**src/rtl/lssf_pkg.sv**
```systemverilog
`timescale 1ns / 1ps
// ----------------------------------------------------------------------------
// Line-sensor steering filter: shared package
// Field widths, the result record and the middle-to-angle mapping.
// ----------------------------------------------------------------------------
package lssf_pkg;

  // Widths of the fixed fields.
  localparam int IN_W    = 16;
  localparam int MID_W   = 4;
  localparam int LIMIT_W = 4;
  localparam int ANGLE_W = 8;

  // Jump limit after reset.
  localparam logic [LIMIT_W-1:0] JUMP_LIMIT_RST = 4'd5;

  typedef logic [MID_W-1:0]          middle_t;
  typedef logic [LIMIT_W-1:0]        limit_t;
  typedef logic signed [ANGLE_W-1:0] angle_t;

  // One result as it leaves the block.
  typedef struct packed {
    angle_t  angle;
    middle_t middle;
    logic    rejected;
    logic    no_line;
  } result_t;

  // Servo angle for a middle: -((m - 5) * 70 / 9 - 35), quotient truncated
  // towards zero. Sixteen middles, so a constant table does the job.
  function automatic angle_t angle_of(input middle_t m);
    angle_t a;
    unique case (m)
      4'd0:  a = 8'sd73;
      4'd1:  a = 8'sd66;
      4'd2:  a = 8'sd58;
      4'd3:  a = 8'sd50;
      4'd4:  a = 8'sd42;
      4'd5:  a = 8'sd35;
      4'd6:  a = 8'sd28;
      4'd7:  a = 8'sd20;
      4'd8:  a = 8'sd12;
      4'd9:  a = 8'sd4;
      4'd10: a = -8'sd3;
      4'd11: a = -8'sd11;
      4'd12: a = -8'sd19;
      4'd13: a = -8'sd27;
      4'd14: a = -8'sd35;
      4'd15: a = -8'sd42;
    endcase
    return a;
  endfunction

endpackage

```
**src/rtl/lssf_run_find.sv**
```systemverilog
`timescale 1ns / 1ps
// ----------------------------------------------------------------------------
// Longest zero-run search
// Finds the longest run of zero bits in the sensor word (lowest start wins on
// a tie) and returns the run start plus half its length as the candidate.
// ----------------------------------------------------------------------------
module lssf_run_find #(
  parameter int SENSOR_COUNT = 16
) (
  input  logic [lssf_pkg::IN_W-1:0] sensor_bits,
  output logic                      found,
  output lssf_pkg::middle_t         middle
);

  localparam int IDX_W = (SENSOR_COUNT > 1) ? $clog2(SENSOR_COUNT) : 1;
  localparam int LEN_W = $clog2(SENSOR_COUNT + 1);
  localparam int NPAD  = 1 << IDX_W;
  localparam int SUM_W = LEN_W + 1;

  logic [SENSOR_COUNT-1:0] zero_bits;
  logic [LEN_W-1:0]        run_len [NPAD];
  logic [LEN_W-1:0]        lvl_len [IDX_W+1][NPAD];
  logic [IDX_W-1:0]        lvl_idx [IDX_W+1][NPAD];
  logic [LEN_W-1:0]        best_len;
  logic [IDX_W-1:0]        best_idx;
  logic [SUM_W-1:0]        mid_sum;

  // Sensors beyond the input word read as line seen.
  for (genvar g = 0; g < SENSOR_COUNT; g++) begin : g_zero
    if (g < lssf_pkg::IN_W) begin : g_in
      assign zero_bits[g] = ~sensor_bits[g];
    end else begin : g_pad
      assign zero_bits[g] = 1'b1;
    end
  end

  // Zero-run length starting at each position: distance to the nearest one
  // bit at or above it, a priority encoder per position.
  always_comb begin
    for (int i = 0; i < NPAD; i++) begin
      run_len[i] = '0;
      if (i < SENSOR_COUNT) begin
        run_len[i] = LEN_W'(SENSOR_COUNT - i);
        for (int j = SENSOR_COUNT - 1; j >= i; j--) begin
          if (!zero_bits[j]) begin
            run_len[i] = LEN_W'(j - i);
          end
        end
      end
    end
  end

  // Maximum over the positions by a compare tree. The right-hand node wins
  // only when strictly longer, so the lowest start is kept on a tie. A
  // position inside a run is always shorter than the run's own start.
  always_comb begin
    for (int l = 0; l <= IDX_W; l++) begin
      for (int k = 0; k < NPAD; k++) begin
        lvl_len[l][k] = '0;
        lvl_idx[l][k] = '0;
      end
    end
    for (int k = 0; k < NPAD; k++) begin
      lvl_len[0][k] = run_len[k];
      lvl_idx[0][k] = IDX_W'(k);
    end
    for (int l = 0; l < IDX_W; l++) begin
      for (int k = 0; k < (NPAD >> (l + 1)); k++) begin
        if (lvl_len[l][2*k+1] > lvl_len[l][2*k]) begin
          lvl_len[l+1][k] = lvl_len[l][2*k+1];
          lvl_idx[l+1][k] = lvl_idx[l][2*k+1];
        end else begin
          lvl_len[l+1][k] = lvl_len[l][2*k];
          lvl_idx[l+1][k] = lvl_idx[l][2*k];
        end
      end
    end
  end

  assign best_len = lvl_len[IDX_W][0];
  assign best_idx = lvl_idx[IDX_W][0];

  // Candidate middle, kept modulo sixteen.
  assign mid_sum = SUM_W'(best_idx) + SUM_W'(best_len >> 1);
  assign middle  = mid_sum[lssf_pkg::MID_W-1:0];
  assign found   = (best_len != '0);

endmodule

```
**src/rtl/lssf_track.sv**
```systemverilog
`timescale 1ns / 1ps
// ----------------------------------------------------------------------------
// Middle tracker
// Holds the last accepted middle, applies the jump limit to each candidate
// and forms the result for the output register.
// ----------------------------------------------------------------------------
module lssf_track (
  input  logic                clk,
  input  logic                rst_n,
  input  logic                advance,
  input  logic                found,
  input  lssf_pkg::middle_t   cand,
  input  lssf_pkg::limit_t    jump_limit,
  output logic                first_pending,
  output lssf_pkg::result_t   res_nxt
);

  lssf_pkg::middle_t last_middle_r, last_middle_nxt;
  logic              first_pending_r, first_pending_nxt;
  lssf_pkg::middle_t mid_gap;
  logic              rejected;

  // Distance between the candidate and the last accepted middle.
  assign mid_gap = (cand > last_middle_r) ? (cand - last_middle_r) : (last_middle_r - cand);

  // Acceptance decision.
  always_comb begin
    last_middle_nxt   = last_middle_r;
    first_pending_nxt = first_pending_r;
    rejected          = 1'b0;
    priority if (!found) begin
      // No line seen: everything held.
    end else if (first_pending_r) begin
      last_middle_nxt   = cand;
      first_pending_nxt = 1'b0;
    end else if (mid_gap < jump_limit) begin
      last_middle_nxt = cand;
    end else begin
      rejected = 1'b1;
    end
  end

  // The result reports the middle after this transaction.
  always_comb begin
    res_nxt.angle    = lssf_pkg::angle_of(last_middle_nxt);
    res_nxt.middle   = last_middle_nxt;
    res_nxt.rejected = rejected;
    res_nxt.no_line  = ~found;
  end

  // Tracking state, updated when a transaction moves to the output register.
  always_ff @(posedge clk) begin
    if (!rst_n) begin
      last_middle_r   <= '0;
      first_pending_r <= 1'b1;
    end else if (advance) begin
      last_middle_r   <= last_middle_nxt;
      first_pending_r <= first_pending_nxt;
    end
  end

  assign first_pending = first_pending_r;

endmodule

```
**src/rtl/line_sensor_steering_filter.sv**
```systemverilog
`timescale 1ns / 1ps
// ----------------------------------------------------------------------------
// Line-sensor steering filter
// Turns a line-sensor word into a filtered line middle and a servo angle.
// ----------------------------------------------------------------------------
// Usage:
//   Input channel in_valid/in_ready carries one sensor word per transaction;
//   a zero bit marks a sensor that sees the line. Output channel
//   out_valid/out_ready returns one result per input: steering angle, line
//   middle, a jump-rejected flag and a no-line flag.
//   cfg_we/cfg_wdata writes the jump limit; write it only while idle.
//   The word is registered on acceptance; the run search, jump filter and
//   angle table sit between that register and the result register. One
//   transaction is taken every cycle while the output side takes results,
//   as the run search covers the whole sensor word in one pass.
//   If the receiver stalls, the result register holds its result and one
//   further word waits in the input register; in_ready then drops.
//   Reset empties both registers, sets the jump limit to five, the last
//   middle to zero and makes the next measurement with a line accepted
//   unconditionally.
// ----------------------------------------------------------------------------
module line_sensor_steering_filter #(
  parameter int SENSOR_COUNT = 16
) (
  input  logic                                 clk,
  input  logic                                 rst_n,
  input  logic                                 in_valid,
  output logic                                 in_ready,
  input  logic [lssf_pkg::IN_W-1:0]            in_sensor_bits,
  output logic                                 out_valid,
  input  logic                                 out_ready,
  output logic signed [lssf_pkg::ANGLE_W-1:0]  out_steering_angle,
  output logic [lssf_pkg::MID_W-1:0]           out_line_middle,
  output logic                                 out_jump_rejected,
  output logic                                 out_no_line,
  input  logic                                 cfg_we,
  input  logic [lssf_pkg::LIMIT_W-1:0]         cfg_wdata
);

  logic                        in_valid_r;
  logic [lssf_pkg::IN_W-1:0]   bits_r;
  logic                        out_valid_r;
  lssf_pkg::result_t           res_r;
  lssf_pkg::result_t           res_nxt;
  lssf_pkg::limit_t            jump_limit_r;
  logic                        advance;
  logic                        found;
  lssf_pkg::middle_t           cand;
  logic                        first_pending;

  // Pipeline flow: the input register moves on when the result register is
  // free or being emptied.
  assign advance  = in_valid_r && (!out_valid_r || out_ready);
  assign in_ready = !in_valid_r || advance;

  // Configuration register.
  always_ff @(posedge clk) begin
    if (!rst_n) begin
      jump_limit_r <= lssf_pkg::JUMP_LIMIT_RST;
    end else if (cfg_we) begin
      jump_limit_r <= cfg_wdata;
    end
  end

  // Input register.
  always_ff @(posedge clk) begin
    if (!rst_n) begin
      in_valid_r <= 1'b0;
    end else if (in_ready) begin
      in_valid_r <= in_valid;
    end
  end

  always_ff @(posedge clk) begin
    if (in_valid && in_ready) begin
      bits_r <= in_sensor_bits;
    end
  end

  // Run search and jump filter.
  lssf_run_find #(
    .SENSOR_COUNT (SENSOR_COUNT)
  ) u_run_find (
    .sensor_bits (bits_r),
    .found       (found),
    .middle      (cand)
  );

  lssf_track u_track (
    .clk           (clk),
    .rst_n         (rst_n),
    .advance       (advance),
    .found         (found),
    .cand          (cand),
    .jump_limit    (jump_limit_r),
    .first_pending (first_pending),
    .res_nxt       (res_nxt)
  );

  // Result register.
  always_ff @(posedge clk) begin
    if (!rst_n) begin
      out_valid_r <= 1'b0;
    end else if (advance) begin
      out_valid_r <= 1'b1;
    end else if (out_ready) begin
      out_valid_r <= 1'b0;
    end
  end

  always_ff @(posedge clk) begin
    if (advance) begin
      res_r <= res_nxt;
    end
  end

  assign out_valid          = out_valid_r;
  assign out_steering_angle = res_r.angle;
  assign out_line_middle    = res_r.middle;
  assign out_jump_rejected  = res_r.rejected;
  assign out_no_line        = res_r.no_line;

  // A result is never both a rejected jump and a missing line.
  a_flags_exclusive: assert property (@(posedge clk) disable iff (!rst_n)
    out_valid_r |-> !(res_r.rejected && res_r.no_line))
    else $error("jump_rejected and no_line both set");

  // The angle always belongs to the middle reported with it.
  a_angle_match: assert property (@(posedge clk) disable iff (!rst_n)
    out_valid_r |-> (res_r.angle == lssf_pkg::angle_of(res_r.middle)))
    else $error("steering angle does not match line middle");

  // No jump can be rejected before the first measurement is taken.
  a_first_no_reject: assert property (@(posedge clk) disable iff (!rst_n)
    (advance && first_pending) |-> !res_nxt.rejected)
    else $error("jump rejected before first measurement");

  // Input back-pressure only when both registers are full and stalled.
  a_ready_only_full: assert property (@(posedge clk) disable iff (!rst_n)
    !in_ready |-> (in_valid_r && out_valid_r && !out_ready))
    else $error("in_ready low with room in the pipeline");

endmodule

```
**config.mk**
```make
export PLATFORM = sky130hd
export DESIGN_NAME = line_sensor_steering_filter
export DESIGN_NICKNAME = d
export VERILOG_FILES = /design/src/rtl/lssf_pkg.sv /design/src/rtl/lssf_run_find.sv /design/src/rtl/lssf_track.sv /design/src/rtl/line_sensor_steering_filter.sv
export SDC_FILE = /design/constraint.sdc
export NUM_CORES = 1
export LEC_CHECK = 0
export BUFFER_PORTS_ARGS = -buffer_cell sky130_fd_sc_hd__buf_2
export CAP_MARGIN = 5
export CORE_MARGIN = 2
export CORE_UTILIZATION = 61
export CTS_BUF_LIST = sky130_fd_sc_hd__clkbuf_4 sky130_fd_sc_hd__clkbuf_8 sky130_fd_sc_hd__clkbuf_16
export CTS_CLUSTER_DIAMETER = 40
export DETAILED_ROUTE_END_ITERATION = 8
export PLACE_DENSITY = 0.82
export SLEW_MARGIN = 20
export SYNTH_ARGS = -nofsm -noshare
export SYNTH_HDL_FRONTEND = slang
export SYNTH_SLANG_ARGS = --single-unit
```
**constraint.sdc**
```tcl
create_clock -name clk -period 15 [get_ports clk]
set_input_delay 3 -clock clk [delete_from_list [all_inputs] [get_ports clk]]
set_output_delay 3 -clock clk [all_outputs]
set_load 0.01 [all_outputs]
```
==> results of run 1 <==
## final cells by class
| type | instances | area (um^2) | area share, % |
|---|---|---|---|
| clock buffers | 6 | 93.8 | 1.95 |
| clock inverters | 2 | 11.3 | 0.234 |
| inverters | 43 | 161 | 3.36 |
| multi-input cells | 421 | 3130 | 65.0 |
| flip-flops and latches | 40 | 1090 | 22.7 |
| well taps | 99 | 124 | 2.58 |
| repair buffers | 40 | 200 | 4.16 |
## worst max path at each step
stage | from | to | depth (start not counted)
4_1_cts | bits_r[14] | out_steering_angle[2] | 50
2_1_floorplan | bits_r[14] | out_steering_angle[2] | 50
5_1_grt | bits_r[14] | out_steering_angle[2] | 52
3_5_place_dp | bits_r[14] | out_steering_angle[2] | 50
6_report | bits_r[14] | out_steering_angle[2] | 51
3_3_place_gp | bits_r[14] | out_steering_angle[2] | 51
## cells by family after synthesis
logic type / share of synthesized area [%]
AND/OR/NAND/NOR: 21.1
adder cells (fa/ha/maj): 19.9
flip-flops: 24.5
AO/OA/AOI/OAI: 22.0
multiplexers: 5.92
XOR/XNOR: 1.18
buffers and inverters: 5.44
## per-layer routing
layer  wire, um  vias to the layer above
met1       4910                     1931
met4        229                        0
met5          0                        -
met3        657                       23
li1           -                     1996
met2       5340                      165
## synthesized netlist by cell type (4+ instances only)
| cell type | n | area share, % |
|---|---|---|
| sky130_fd_sc_hd__mux2i_1 | 14 | 3.1 |
| sky130_fd_sc_hd__edfxtp_1 | 29 | 20 |
| sky130_fd_sc_hd__clkbuf_1 | 9 | 0.76 |
| sky130_fd_sc_hd__inv_1 | 41 | 3.5 |
| sky130_fd_sc_hd__a211oi_1 | 12 | 2.0 |
| sky130_fd_sc_hd__or4_1 | 6 | 1.0 |
| sky130_fd_sc_hd__or3_1 | 4 | 0.56 |
| sky130_fd_sc_hd__o21a_1 | 6 | 1.0 |
| sky130_fd_sc_hd__a211o_1 | 4 | 0.79 |
| sky130_fd_sc_hd__nand4_1 | 5 | 0.70 |
| sky130_fd_sc_hd__dfxtp_1 | 11 | 4.9 |
| sky130_fd_sc_hd__mux2_2 | 11 | 2.8 |
| sky130_fd_sc_hd__ha_1 | 66 | 19 |
| sky130_fd_sc_hd__nor2_1 | 47 | 4.0 |
| sky130_fd_sc_hd__nand3b_1 | 4 | 0.67 |
| sky130_fd_sc_hd__and2_1 | 5 | 0.70 |
| sky130_fd_sc_hd__o211ai_1 | 9 | 1.5 |
| sky130_fd_sc_hd__or2_2 | 5 | 0.70 |
| sky130_fd_sc_hd__o21ai_0 | 21 | 2.4 |
| sky130_fd_sc_hd__nand2_1 | 42 | 3.5 |
| sky130_fd_sc_hd__nand3_1 | 6 | 0.67 |
| sky130_fd_sc_hd__nor4_1 | 6 | 0.84 |
| sky130_fd_sc_hd__a21oi_1 | 33 | 3.7 |
| sky130_fd_sc_hd__nor2b_1 | 14 | 2.0 |
| sky130_fd_sc_hd__nand2b_1 | 4 | 0.56 |
| sky130_fd_sc_hd__a21o_1 | 16 | 2.7 |
| sky130_fd_sc_hd__nor3_1 | 15 | 1.7 |
## state kept, by name (all words and copies together), names as in the netlist
register               count
bits_r                    16
out_valid                  1
out_jump_rejected          1
in_valid_r                 1
u_track.first_pending      1
out_line_middle            4
u_track.last_middle_r      4
jump_limit_r               4
out_steering_angle         7
out_no_line                1
## cell usage in the layout, fill, tap and decap left out, types with 3 or more instances in the layout
master,instances
sky130_fd_sc_hd__o211a_1,3
sky130_fd_sc_hd__dfxtp_1,11
sky130_fd_sc_hd__or3_1,4
sky130_fd_sc_hd__a21oi_1,33
sky130_fd_sc_hd__clkbuf_8,5
sky130_fd_sc_hd__o21a_1,6
sky130_fd_sc_hd__mux2i_1,14
sky130_fd_sc_hd__nand2_1,42
sky130_fd_sc_hd__or4_1,6
sky130_fd_sc_hd__nand4_1,5
sky130_fd_sc_hd__nand3b_1,4
sky130_fd_sc_hd__a21boi_0,3
sky130_fd_sc_hd__inv_1,41
sky130_fd_sc_hd__nand2b_1,4
sky130_fd_sc_hd__nor3_1,15
sky130_fd_sc_hd__nor2b_1,14
sky130_fd_sc_hd__a211oi_1,12
sky130_fd_sc_hd__or2_2,5
sky130_fd_sc_hd__fa_1,3
sky130_fd_sc_hd__or4_4,3
sky130_fd_sc_hd__xor2_1,3
sky130_fd_sc_hd__a211o_1,4
sky130_fd_sc_hd__mux2_2,11
sky130_fd_sc_hd__edfxtp_1,29
sky130_fd_sc_hd__o211ai_1,9
sky130_fd_sc_hd__o221ai_1,3
sky130_fd_sc_hd__o31ai_1,3
sky130_fd_sc_hd__nand3_1,6
sky130_fd_sc_hd__a21o_1,16
sky130_fd_sc_hd__and2_1,5
sky130_fd_sc_hd__nor2_1,47
sky130_fd_sc_hd__o21ai_0,21
sky130_fd_sc_hd__xnor2_1,3
sky130_fd_sc_hd__ha_1,66
sky130_fd_sc_hd__a31oi_1,3
sky130_fd_sc_hd__buf_2,40
sky130_fd_sc_hd__nor4_1,6
## critical path: cells and delay by family, from the launching register on
kind | cells | cell delay (ns)
and+or+nand+nor | 14 | 2.68
DFF | 1 | 0.52
AOI/OAI and AO/OA | 20 | 4.37
adders and majority gates | 10 | 3.18
xor gates and xnor gates | 1 | 0.11
muxes | 2 | 0.90
buffers and inverters | 4 | 0.52
## through the flow
stage / area [um^2] / setup WS, ns
6_report: 4810 / 2.45
2_1_floorplan: 4460 / 4.26
4_1_cts: 4810 / 2.64
3_5_place_dp: 4700 / 2.68
5_1_grt: 4810 / 1.42
3_3_place_gp: 4700 / 3.15
==> report_table.html, run 1 <==
<table>
<tr><th>Metric</th><th>Value</th></tr>
<tr><th colspan="2">Synthesis</th></tr>
<tr><td>Count of flip-flops with a built-in enable after synthesis</td><td>29</td></tr>
<tr><td>Ys Warns</td><td>0</td></tr>
<tr><td>Syn Area/Cell</td><td>8.58 um^2</td></tr>
<tr><td>Predominant post-synthesis flop cell</td><td>sky130_fd_sc_hd__edfxtp_1</td></tr>
<tr><td>Cell count after synthesis</td><td>520</td></tr>
<tr><td>Sequential area share after synthesis</td><td>24.5%</td></tr>
<tr><td>Nets in the synthesized netlist</td><td>614</td></tr>
<tr><td>FFs w/ async S/R, synth</td><td>0%</td></tr>
<tr><td>Post-synth design cell area</td><td>0.00446 mm^2</td></tr>
<tr><td>Netlist cell types</td><td>72</td></tr>
<tr><td>#FFs+latches synth</td><td>40</td></tr>
<tr><th colspan="2">Finish</th></tr>
<tr><td>Net count, final</td><td>645</td></tr>
<tr><td>Layout cell share with drive strength beyond 1</td><td>14.5%</td></tr>
<tr><td>Core Util, Final</td><td>67.0%</td></tr>
<tr><td>Fillcell total</td><td>590</td></tr>
<tr><td>Ant. Diodes</td><td>0</td></tr>
<tr><td>Area grow syn2layout</td><td>7.80%</td></tr>
<tr><td>Post-route insts no fill</td><td>651</td></tr>
<tr><th colspan="2">Global routing</th></tr>
<tr><td>Global-route met2 utilization</td><td>51.1%</td></tr>
<tr><td>Pin count of the biggest net entering global routing</td><td>18</td></tr>
<tr><td>Vias in the first global route</td><td>3958</td></tr>
<tr><td>Met1 Use GR</td><td>38.6%</td></tr>
<tr><td>Initial antenna violation count</td><td>0</td></tr>
<tr><td>Combined global-route utilization of all metal layers</td><td>29.4%</td></tr>
<tr><td>Busiest layer in global routing</td><td>met2</td></tr>
<tr><td>Met3 track demand over resource in global routing</td><td>3.23%</td></tr>
<tr><td>Grt total ovfl</td><td>0</td></tr>
<tr><td>Wire length of the first global-routing pass</td><td>18.4 mm</td></tr>
<tr><th colspan="2">Timing</th></tr>
<tr><td>Final Max Slew Viols</td><td>0</td></tr>
<tr><td>Slew @ Worst Pin</td><td>0.836 ns</td></tr>
<tr><td>Final period util</td><td>83.6%</td></tr>
<tr><td>RSZ-0062 raised after global routing</td><td>false</td></tr>
<tr><td>Final-layout setup total negative slack</td><td>0 ns</td></tr>
<tr><td>Maximum clock rate</td><td>79.7 MHz</td></tr>
<tr><td>Final hold violation count</td><td>0</td></tr>
<tr><td>Final worst hold slack</td><td>0.496 ns</td></tr>
<tr><td>Finish-stage setup viols</td><td>0</td></tr>
<tr><td>Worst slew margin relative to its limit</td><td>43.8%</td></tr>
<tr><td>Shortest period the worst path allows</td><td>12.55 ns</td></tr>
<tr><td>Setup clock skew after layout</td><td>0.0111 ns</td></tr>
<tr><th colspan="2">Drt</th></tr>
<tr><td>Number of nets still failing antenna checks after routing</td><td>0</td></tr>
<tr><td>Router iterations before antenna repair</td><td>5</td></tr>
<tr><td>Final routed wire length divided by cell count</td><td>17.1 um</td></tr>
<tr><td>First-iteration detailed-routing DRC count</td><td>276</td></tr>
<tr><td>Drt via density</td><td>6.32</td></tr>
<tr><td>Overall routed net length</td><td>11.1 mm</td></tr>
<tr><td>Vias</td><td>4115</td></tr>
<tr><td>Remaining DRCs</td><td>0</td></tr>
<tr><th colspan="2">Min path</th></tr>
<tr><td>Worst Hold End</td><td>u_track.first_pending</td></tr>
<tr><td>Launch point of the worst hold path</td><td>u_track.first_pending</td></tr>
<tr><td>Worst hold path cell count</td><td>2</td></tr>
<tr><td>Class of the tightest hold or removal check</td><td>reg2reg</td></tr>
<tr><th colspan="2">Status</th></tr>
<tr><td>Outcome</td><td>completed</td></tr>
<tr><th colspan="2">Flow run</th></tr>
<tr><td>Maxcap violations</td><td>0</td></tr>
<tr><th colspan="2">Place</th></tr>
<tr><td>Placed Cells incl. Taps</td><td>643</td></tr>
<tr><td>HPWL after detailed placement</td><td>9.04 mm</td></tr>
<tr><td>RePlAce Congestion</td><td>0.983</td></tr>
<tr><td>Number of port buffers</td><td>40</td></tr>
<tr><th colspan="2">Die</th></tr>
<tr><td>Core region area</td><td>0.00718 mm^2</td></tr>
<tr><td>Height of the die</td><td>89.5 um</td></tr>
<tr><td># rows</td><td>31</td></tr>
<tr><td>Initial cell density of the core</td><td>62.1%</td></tr>
<tr><td>Number of top-level design ports</td><td>41</td></tr>
<tr><td>Die extent in x</td><td>89.5 um</td></tr>
<tr><td>Die outline area</td><td>0.00801 mm^2</td></tr>
<tr><th colspan="2">Setup path</th></tr>
<tr><td>Crit path launch type</td><td>flop</td></tr>
<tr><td>R2r setup slk</td><td>2.45 ns</td></tr>
<tr><td>Data required time of the critical path</td><td>15.07 ns</td></tr>
<tr><td>Worst-case reg-to-reg path depth</td><td>51</td></tr>
<tr><td>Largest incremental delay on the critical path</td><td>0.61 ns</td></tr>
<tr><td>Reg-to-reg endpoint</td><td>out_steering_angle[2]</td></tr>
<tr><td>Most common cell type on the critical path</td><td>sky130_fd_sc_hd__ha_1</td></tr>
<tr><td>Category of the worst setup path capture point</td><td>flop</td></tr>
<tr><td>Origin of the critical flop-to-flop path</td><td>bits_r[14]</td></tr>
<tr><td>Slowest cell on the critical path</td><td>sky130_fd_sc_hd__mux2i_1</td></tr>
<tr><td>Arrival time worst endpoint</td><td>12.61 ns</td></tr>
<tr><td>Worst setup path class</td><td>reg2reg</td></tr>
<tr><td>Max FO, Critical Path</td><td>9</td></tr>
<tr><th colspan="2">Clocking</th></tr>
<tr><td>Clock-pin slew on the worst setup and hold paths</td><td>0.09 ns</td></tr>
<tr><td>H-tree level count</td><td>2</td></tr>
<tr><td>Count of buffers added by post-CTS timing repair for setup</td><td>0</td></tr>
<tr><td>Number of resized instances in the post-cts repair step</td><td>0</td></tr>
<tr><td>Clock tree from TritonCTS</td><td>yes</td></tr>
<tr><td>CTS Hold Buffers Added</td><td>0</td></tr>
<tr><td>Maximum clock insertion buffer count</td><td>2</td></tr>
<tr><td>Cts bufs inserted</td><td>5</td></tr>
<tr><td>Number of clock sinks</td><td>40</td></tr>
<tr><td>Clk_lat worst skew</td><td>0.30 ns</td></tr>
<tr><td>Root buffer selected by CTS</td><td>sky130_fd_sc_hd__clkbuf_8</td></tr>
</table>
Power of run 1 is not shown: default switching activity piles up to over one toggle a cycle in this logic, so the estimate is an artifact.
==> run 2: changes to the inputs <==
--- a/config.mk
+++ b/config.mk
@@ -8,11 +8,11 @@
 export BUFFER_PORTS_ARGS = -buffer_cell sky130_fd_sc_hd__buf_2
 export CAP_MARGIN = 5
 export CORE_MARGIN = 2
-export CORE_UTILIZATION = 61
+export CORE_UTILIZATION = 55
 export CTS_BUF_LIST = sky130_fd_sc_hd__clkbuf_4 sky130_fd_sc_hd__clkbuf_8 sky130_fd_sc_hd__clkbuf_16
 export CTS_CLUSTER_DIAMETER = 40
 export DETAILED_ROUTE_END_ITERATION = 8
-export PLACE_DENSITY = 0.82
+export PLACE_DENSITY = 0.78
 export SLEW_MARGIN = 20
 export SYNTH_ARGS = -nofsm -noshare
 export SYNTH_HDL_FRONTEND = slang
==> constraint.sdc (replaced) <==
create_clock -name clk -period 11.15 [get_ports clk]
set_input_delay 2.23 -clock clk [delete_from_list [all_inputs] [get_ports clk]]
set_output_delay 2.23 -clock clk [all_outputs]
set_load 0.01 [all_outputs]
==> report_table.html, run 2 (synthesized netlist as in run 1, its figures left out) <==
<table>
<tr><th>Metric</th><th>Value</th></tr>
<tr><th colspan="2">Status</th></tr>
<tr><td>Outcome</td><td>completed</td></tr>
<tr><th colspan="2">Finish</th></tr>
<tr><td>Post-route cell area</td><td>0.00535 mm^2</td></tr>
<tr><td>Flip-flop count of the largest register after layout</td><td>16</td></tr>
<tr><td>Leading cell type in the layout, fill and taps excluded</td><td>sky130_fd_sc_hd__ha_1</td></tr>
<tr><td>Most frequent cells in the layout</td><td>63 x sky130_fd_sc_hd__ha_1, 46 x sky130_fd_sc_hd__buf_4, 45 x sky130_fd_sc_hd__nor2_1, 41 x sky130_fd_sc_hd__nand2_1, 41 x sky130_fd_sc_hd__inv_1</td></tr>
<tr><td>Largest register by flop count</td><td>bits_r</td></tr>
<tr><td>Fillcell total</td><td>636</td></tr>
<tr><td>Net count, final</td><td>691</td></tr>
<tr><td>Layout cell share with drive strength beyond 1</td><td>27.9%</td></tr>
<tr><td>Ant. Diodes</td><td>0</td></tr>
<tr><td>Area grow syn2layout</td><td>19.9%</td></tr>
<tr><th colspan="2">Setup path</th></tr>
<tr><td>Worst setup path class</td><td>reg2reg</td></tr>
<tr><td>Slowest cell on the critical path</td><td>sky130_fd_sc_hd__or3b_2</td></tr>
<tr><td>Data required time of the critical path</td><td>11.28 ns</td></tr>
<tr><td>Largest incremental delay on the critical path</td><td>0.56 ns</td></tr>
<tr><td>Category of the worst setup path capture point</td><td>flop</td></tr>
<tr><td>Arrival time worst endpoint</td><td>10.89 ns</td></tr>
<tr><td>Crit path launch type</td><td>flop</td></tr>
<tr><td>Most common cell type on the critical path</td><td>sky130_fd_sc_hd__ha_1</td></tr>
<tr><td>Worst-case reg-to-reg path depth</td><td>51</td></tr>
<tr><td>Max FO, Critical Path</td><td>11</td></tr>
<tr><th colspan="2">Place</th></tr>
<tr><td>HPWL after detailed placement</td><td>9.49 mm</td></tr>
<tr><td>Number of port buffers</td><td>40</td></tr>
<tr><td>Area post-placement</td><td>0.00493 mm^2</td></tr>
<tr><td>RePlAce Congestion</td><td>0.978</td></tr>
<tr><th colspan="2">Die</th></tr>
<tr><td># rows</td><td>32</td></tr>
<tr><td>Die extent in x</td><td>94.0 um</td></tr>
<tr><td>Core region area</td><td>0.00781 mm^2</td></tr>
<tr><td>Initial cell density of the core</td><td>57.1%</td></tr>
<tr><td>Die outline area</td><td>0.00884 mm^2</td></tr>
<tr><td>Number of top-level design ports</td><td>41</td></tr>
<tr><td>Height of the die</td><td>94.0 um</td></tr>
<tr><th colspan="2">Global routing</th></tr>
<tr><td>Grt total ovfl</td><td>0</td></tr>
<tr><td>Pin count of the biggest net entering global routing</td><td>18</td></tr>
<tr><td>Vias in the first global route</td><td>4123</td></tr>
<tr><td>Busiest layer in global routing</td><td>met2</td></tr>
<tr><td>Wire length of the first global-routing pass</td><td>19.9 mm</td></tr>
<tr><td>Met1 Use GR</td><td>37.5%</td></tr>
<tr><td>Met3 track demand over resource in global routing</td><td>3.77%</td></tr>
<tr><td>Initial antenna violation count</td><td>0</td></tr>
<tr><td>Global-route met2 utilization</td><td>48.5%</td></tr>
<tr><td>Combined global-route utilization of all metal layers</td><td>28.3%</td></tr>
<tr><th colspan="2">Timing</th></tr>
<tr><td>Final Max Slew Viols</td><td>0</td></tr>
<tr><td>Final hold violation count</td><td>0</td></tr>
<tr><td>Worst slew margin relative to its limit</td><td>50.2%</td></tr>
<tr><td>Final worst hold slack</td><td>0.484 ns</td></tr>
<tr><td>Shortest period the worst path allows</td><td>10.76 ns</td></tr>
<tr><td>Setup clock skew after layout</td><td>0.00738 ns</td></tr>
<tr><td>Slew @ Worst Pin</td><td>0.728 ns</td></tr>
<tr><td>Finish-stage setup viols</td><td>0</td></tr>
<tr><td>Final period util</td><td>96.5%</td></tr>
<tr><td>Maximum clock rate</td><td>92.9 MHz</td></tr>
<tr><th colspan="2">Drt</th></tr>
<tr><td>Router iterations before antenna repair</td><td>5</td></tr>
<tr><td>Remaining DRCs</td><td>0</td></tr>
<tr><td>Final routed wire length divided by cell count</td><td>18.0 um</td></tr>
<tr><td>Overall routed net length</td><td>12.6 mm</td></tr>
<tr><td>Vias</td><td>4353</td></tr>
<tr><td>Drt via density</td><td>6.22</td></tr>
<tr><td>Number of nets still failing antenna checks after routing</td><td>0</td></tr>
<tr><td>First-iteration detailed-routing DRC count</td><td>351</td></tr>
<tr><th colspan="2">Clocking</th></tr>
<tr><td>Root buffer selected by CTS</td><td>sky130_fd_sc_hd__clkbuf_8</td></tr>
<tr><td>H-tree level count</td><td>2</td></tr>
<tr><td>CTS Hold Buffers Added</td><td>0</td></tr>
<tr><td>Clock-pin slew on the worst setup and hold paths</td><td>0.08 ns</td></tr>
<tr><td>Number of clock sinks</td><td>40</td></tr>
<tr><td>Maximum clock insertion buffer count</td><td>2</td></tr>
<tr><td>Clock tree from TritonCTS</td><td>yes</td></tr>
<tr><td>Cts bufs inserted</td><td>5</td></tr>
<tr><td>Clk_lat worst skew</td><td>0.30 ns</td></tr>
<tr><th colspan="2">Min path</th></tr>
<tr><td>Worst hold path cell count</td><td>2</td></tr>
<tr><td>Class of the tightest hold or removal check</td><td>reg2reg</td></tr>
<tr><th colspan="2">Flow run</th></tr>
<tr><td>Maxcap violations</td><td>0</td></tr>
</table>
[run 2: changes by cell type in the layout (fill, tap and decap cells not counted), moves of 3 or more]
cell	previous run	this run
sky130_fd_sc_hd__a21oi_2	0	8
sky130_fd_sc_hd__o21ai_1	1	4
sky130_fd_sc_hd__ha_1	66	63
sky130_fd_sc_hd__a21oi_1	33	25
sky130_fd_sc_hd__o21ai_0	21	16
sky130_fd_sc_hd__buf_4	0	46
sky130_fd_sc_hd__a211oi_2	1	7
sky130_fd_sc_hd__a211oi_1	12	6
[run 2: metrics by stage]
| stage | utilization [%] | setup TNS, ns | worst slack (ns) | cells |
|---|---|---|---|---|
| CTS | 64.8 | 0 | 0.0397 | 685 |
| global placement | 63.2 | 0 | 0.160 | 676 |
| floorplan | - | 0 | 0.411 | 520 |
| global route | 68.5 | -0.344 | -0.169 | 700 |
| detailed placement | 63.2 | -0.368 | -0.151 | 676 |
| finish | 68.5 | 0 | 0.387 | 700 |
[run 2: worst max-delay path, delay by kind of cell, from the launching register on]
kind	cells	cell delay, ns
AO/OA/AOI/OAI	19	3.10
XOR/XNOR	1	0.16
adder cells (fa/ha/maj)	8	2.36
buffers and inverters	6	0.81
flip-flops	1	0.55
multiplexers	1	0.11
AND/OR/NAND/NOR	16	3.49
[run 2: timing repair]
action	CTS	global route
pin swaps	1	11
buffers inserted	1	15
resized for setup	2	47
endpoints found under the setup margin	5	15
[run 2: cell type report]
class / instances / area [um^2] / share of cell area (%)
clock inverters: 3 / 42.5 / 0.795
repair buffers: 86 / 546 / 10.2
flip-flops and latches: 40 / 1090 / 20.4
clock buffers: 5 / 68.8 / 1.29
inverters: 43 / 161 / 3.02
well taps: 102 / 128 / 2.39
multi-input cells: 421 / 3310 / 61.9
[run 2: final timing paths]
path | startpoint | endpoint | slack, ns
worst max-delay path | bits_r[7] | out_steering_angle[1] | 0.39
worst min-delay path | jump_limit_r[0] | jump_limit_r[0] | 0.48
worst max register to register | bits_r[7] | out_steering_angle[1] | 0.39
worst min register to register | jump_limit_r[0] | jump_limit_r[0] | 0.48
[run 2: routing by layer]
| layer | share of wire, % | wire length [um] |
|---|---|---|
| met5 | 0 | 0 |
| met4 | 2.3 | 295 |
| met1 | 42 | 5330 |
| met2 | 48 | 6100 |
| met3 | 7.0 | 886 |
Power of run 2 is left out for the same reason.
==> run 3: changes to the inputs <==
--- a/config.mk
+++ b/config.mk
@@ -7,7 +7,6 @@
 export LEC_CHECK = 0
 export BUFFER_PORTS_ARGS = -buffer_cell sky130_fd_sc_hd__buf_2
 export CAP_MARGIN = 5
-export CORE_MARGIN = 2
 export CORE_UTILIZATION = 55
 export CTS_BUF_LIST = sky130_fd_sc_hd__clkbuf_4 sky130_fd_sc_hd__clkbuf_8 sky130_fd_sc_hd__clkbuf_16
 export CTS_CLUSTER_DIAMETER = 40
==> report_table.html, run 3 (synthesized netlist as in run 1, its figures left out) <==
<table>
<tr><th>Metric</th><th>Value</th></tr>
<tr><th colspan="2">Setup path</th></tr>
<tr><td>Crit path launch type</td><td>flop</td></tr>
<tr><td>Origin of the critical flop-to-flop path</td><td>bits_r[12]</td></tr>
<tr><td>Reg-to-reg endpoint</td><td>out_steering_angle[2]</td></tr>
<tr><td>Largest incremental delay on the critical path</td><td>0.53 ns</td></tr>
<tr><td>Arrival time worst endpoint</td><td>10.76 ns</td></tr>
<tr><td>Max FO, Critical Path</td><td>7</td></tr>
<tr><td>R2r setup slk</td><td>0.43 ns</td></tr>
<tr><td>Data required time of the critical path</td><td>11.20 ns</td></tr>
<tr><td>Most common cell type on the critical path</td><td>sky130_fd_sc_hd__ha_1</td></tr>
<tr><td>Slowest cell on the critical path</td><td>sky130_fd_sc_hd__edfxtp_1</td></tr>
<tr><td>Worst setup path class</td><td>reg2reg</td></tr>
<tr><td>Category of the worst setup path capture point</td><td>flop</td></tr>
<tr><td>Worst-case reg-to-reg path depth</td><td>53</td></tr>
<tr><th colspan="2">Timing</th></tr>
<tr><td>Final worst hold slack</td><td>0.466 ns</td></tr>
<tr><td>Final setup slack of the worst path</td><td>0.434 ns</td></tr>
<tr><td>Worst slew margin relative to its limit</td><td>54.1%</td></tr>
<tr><td>Final Max Slew Viols</td><td>0</td></tr>
<tr><td>Final-layout setup total negative slack</td><td>0 ns</td></tr>
<tr><td>Maximum clock rate</td><td>93.3 MHz</td></tr>
<tr><td>Shortest period the worst path allows</td><td>10.72 ns</td></tr>
<tr><td>Setup clock skew after layout</td><td>0.00707 ns</td></tr>
<tr><td>Final hold violation count</td><td>0</td></tr>
<tr><td>Finish-stage setup viols</td><td>0</td></tr>
<tr><td>Final period util</td><td>96.1%</td></tr>
<tr><td>Slew @ Worst Pin</td><td>0.671 ns</td></tr>
<tr><th colspan="2">Place</th></tr>
<tr><td>Number of port buffers</td><td>40</td></tr>
<tr><td>HPWL after detailed placement</td><td>9.12 mm</td></tr>
<tr><td>RePlAce Congestion</td><td>1.00</td></tr>
<tr><td>Worst Setup Slack post-DPL</td><td>-0.225 ns</td></tr>
<tr><th colspan="2">Clocking</th></tr>
<tr><td>CTS Hold Buffers Added</td><td>0</td></tr>
<tr><td>Cts bufs inserted</td><td>5</td></tr>
<tr><td>Clock-pin slew on the worst setup and hold paths</td><td>0.08 ns</td></tr>
<tr><td>Clock tree from TritonCTS</td><td>yes</td></tr>
<tr><td>Clk_lat worst skew</td><td>0.30 ns</td></tr>
<tr><td>Maximum clock insertion buffer count</td><td>2</td></tr>
<tr><td>Number of clock sinks</td><td>40</td></tr>
<tr><td>H-tree level count</td><td>2</td></tr>
<tr><td>Root buffer selected by CTS</td><td>sky130_fd_sc_hd__clkbuf_8</td></tr>
<tr><th colspan="2">Min path</th></tr>
<tr><td>Launch point of the worst hold path</td><td>u_track.first_pending</td></tr>
<tr><td>Class of the tightest hold or removal check</td><td>reg2reg</td></tr>
<tr><td>Worst hold path cell count</td><td>2</td></tr>
<tr><td>Worst Hold End</td><td>u_track.first_pending</td></tr>
<tr><th colspan="2">Finish</th></tr>
<tr><td>Ant. Diodes</td><td>0</td></tr>
<tr><td>Layout cell share with drive strength beyond 1</td><td>26.1%</td></tr>
<tr><td>Most frequent cells in the layout</td><td>65 x sky130_fd_sc_hd__ha_1, 42 x sky130_fd_sc_hd__nor2_1, 41 x sky130_fd_sc_hd__nand2_1, 41 x sky130_fd_sc_hd__inv_1, 40 x sky130_fd_sc_hd__buf_2</td></tr>
<tr><td>Largest register by flop count</td><td>bits_r</td></tr>
<tr><td>Area grow syn2layout</td><td>18.9%</td></tr>
<tr><td>Flip-flop count of the largest register after layout</td><td>16</td></tr>
<tr><td>Net count, final</td><td>684</td></tr>
<tr><td>Leading cell type in the layout, fill and taps excluded</td><td>sky130_fd_sc_hd__ha_1</td></tr>
<tr><td>Fillcell total</td><td>618</td></tr>
<tr><th colspan="2">Die</th></tr>
<tr><td># rows</td><td>32</td></tr>
<tr><td>Number of top-level design ports</td><td>41</td></tr>
<tr><td>Initial cell density of the core</td><td>57.4%</td></tr>
<tr><td>Core region area</td><td>0.00777 mm^2</td></tr>
<tr><td>Die extent in x</td><td>92.0 um</td></tr>
<tr><td>Die outline area</td><td>0.00847 mm^2</td></tr>
<tr><td>Height of the die</td><td>92.0 um</td></tr>
<tr><th colspan="2">Drt</th></tr>
<tr><td>Overall routed net length</td><td>12.0 mm</td></tr>
<tr><td>Number of nets still failing antenna checks after routing</td><td>0</td></tr>
<tr><td>Router iterations before antenna repair</td><td>6</td></tr>
<tr><td>Remaining DRCs</td><td>0</td></tr>
<tr><td>Vias</td><td>4285</td></tr>
<tr><td>Final routed wire length divided by cell count</td><td>17.3 um</td></tr>
<tr><td>Drt via density</td><td>6.18</td></tr>
<tr><td>First-iteration detailed-routing DRC count</td><td>382</td></tr>
<tr><th colspan="2">Flow run</th></tr>
<tr><td>Maxcap violations</td><td>0</td></tr>
<tr><th colspan="2">Global routing</th></tr>
<tr><td>Pin count of the biggest net entering global routing</td><td>18</td></tr>
<tr><td>Combined global-route utilization of all metal layers</td><td>27.1%</td></tr>
<tr><td>Grt total ovfl</td><td>0</td></tr>
<tr><td>Vias in the first global route</td><td>3892</td></tr>
<tr><td>Initial antenna violation count</td><td>0</td></tr>
<tr><td>Wire length of the first global-routing pass</td><td>18.4 mm</td></tr>
<tr><th colspan="2">Status</th></tr>
<tr><td>Outcome</td><td>completed</td></tr>
</table>
## run 3: through the flow
step | instance area [um^2] | util [%] | instances
5_1_grt | 5300 | 68.3 | 693
3_3_place_gp | 4910 | 63.2 | 673
2_1_floorplan | 4460 | - | 520
6_report | 5300 | 68.3 | 693
3_5_place_dp | 4910 | 63.2 | 673
4_1_cts | 5040 | 64.9 | 681
## run 3: cell type report
class / instances / area (um^2) / area share, %
tap: 102 / 128 / 2.41
clock inverter: 3 / 37.5 / 0.708
sequential: 40 / 1090 / 20.6
timing repair buffer: 79 / 493 / 9.30
inverter: 43 / 161 / 3.04
clock buffer: 5 / 68.8 / 1.30
multi-input combinational: 421 / 3320 / 62.7
## run 3: worst max path at each step
stage | startpoint | to | slack, ns
after global placement | bits_r[14] | out_steering_angle[6] | 0.07
after CTS | bits_r[7] | out_steering_angle[6] | 0.01
final | bits_r[12] | out_steering_angle[2] | 0.43
after detailed placement | bits_r[14] | out_steering_angle[2] | -0.22
after floorplan | bits_r[14] | out_steering_angle[2] | 0.41
after global routing | bits_r[12] | out_steering_angle[6] | -0.15
## run 3: worst max-delay path: cells and delay by family, from the launching register on
| family | cells | cell delay (ns) |
|---|---|---|
| flops | 1 | 0.53 |
| xor+xnor | 1 | 0.09 |
| fa+ha+maj | 8 | 2.59 |
| mux | 2 | 0.48 |
| simple gates | 12 | 1.94 |
| buf+inv | 7 | 1.05 |
| compound gates | 23 | 3.77 |
## run 3: per-layer routing
layer | part of all wire, % | up-vias | track usage [%]
met3 | 5.6 | 35 | 2.82
met1 | 44 | 2010 | 35.2
met4 | 3.3 | 0 | 8.33
li1 | - | 2073 | -
met5 | 0 | - | 0
met2 | 47 | 167 | 47.2
## run 3: what timing repair did
action / in CTS / in global routing
hold endpoints to repair: 0 / 0
setup endpoints to repair: 6 / 15
pin swaps: 0 / 6
setup buffers: 0 / 12
gates resized for setup: 5 / 45
cloned: 0 / 0
Power of run 3 is left out for the same reason.
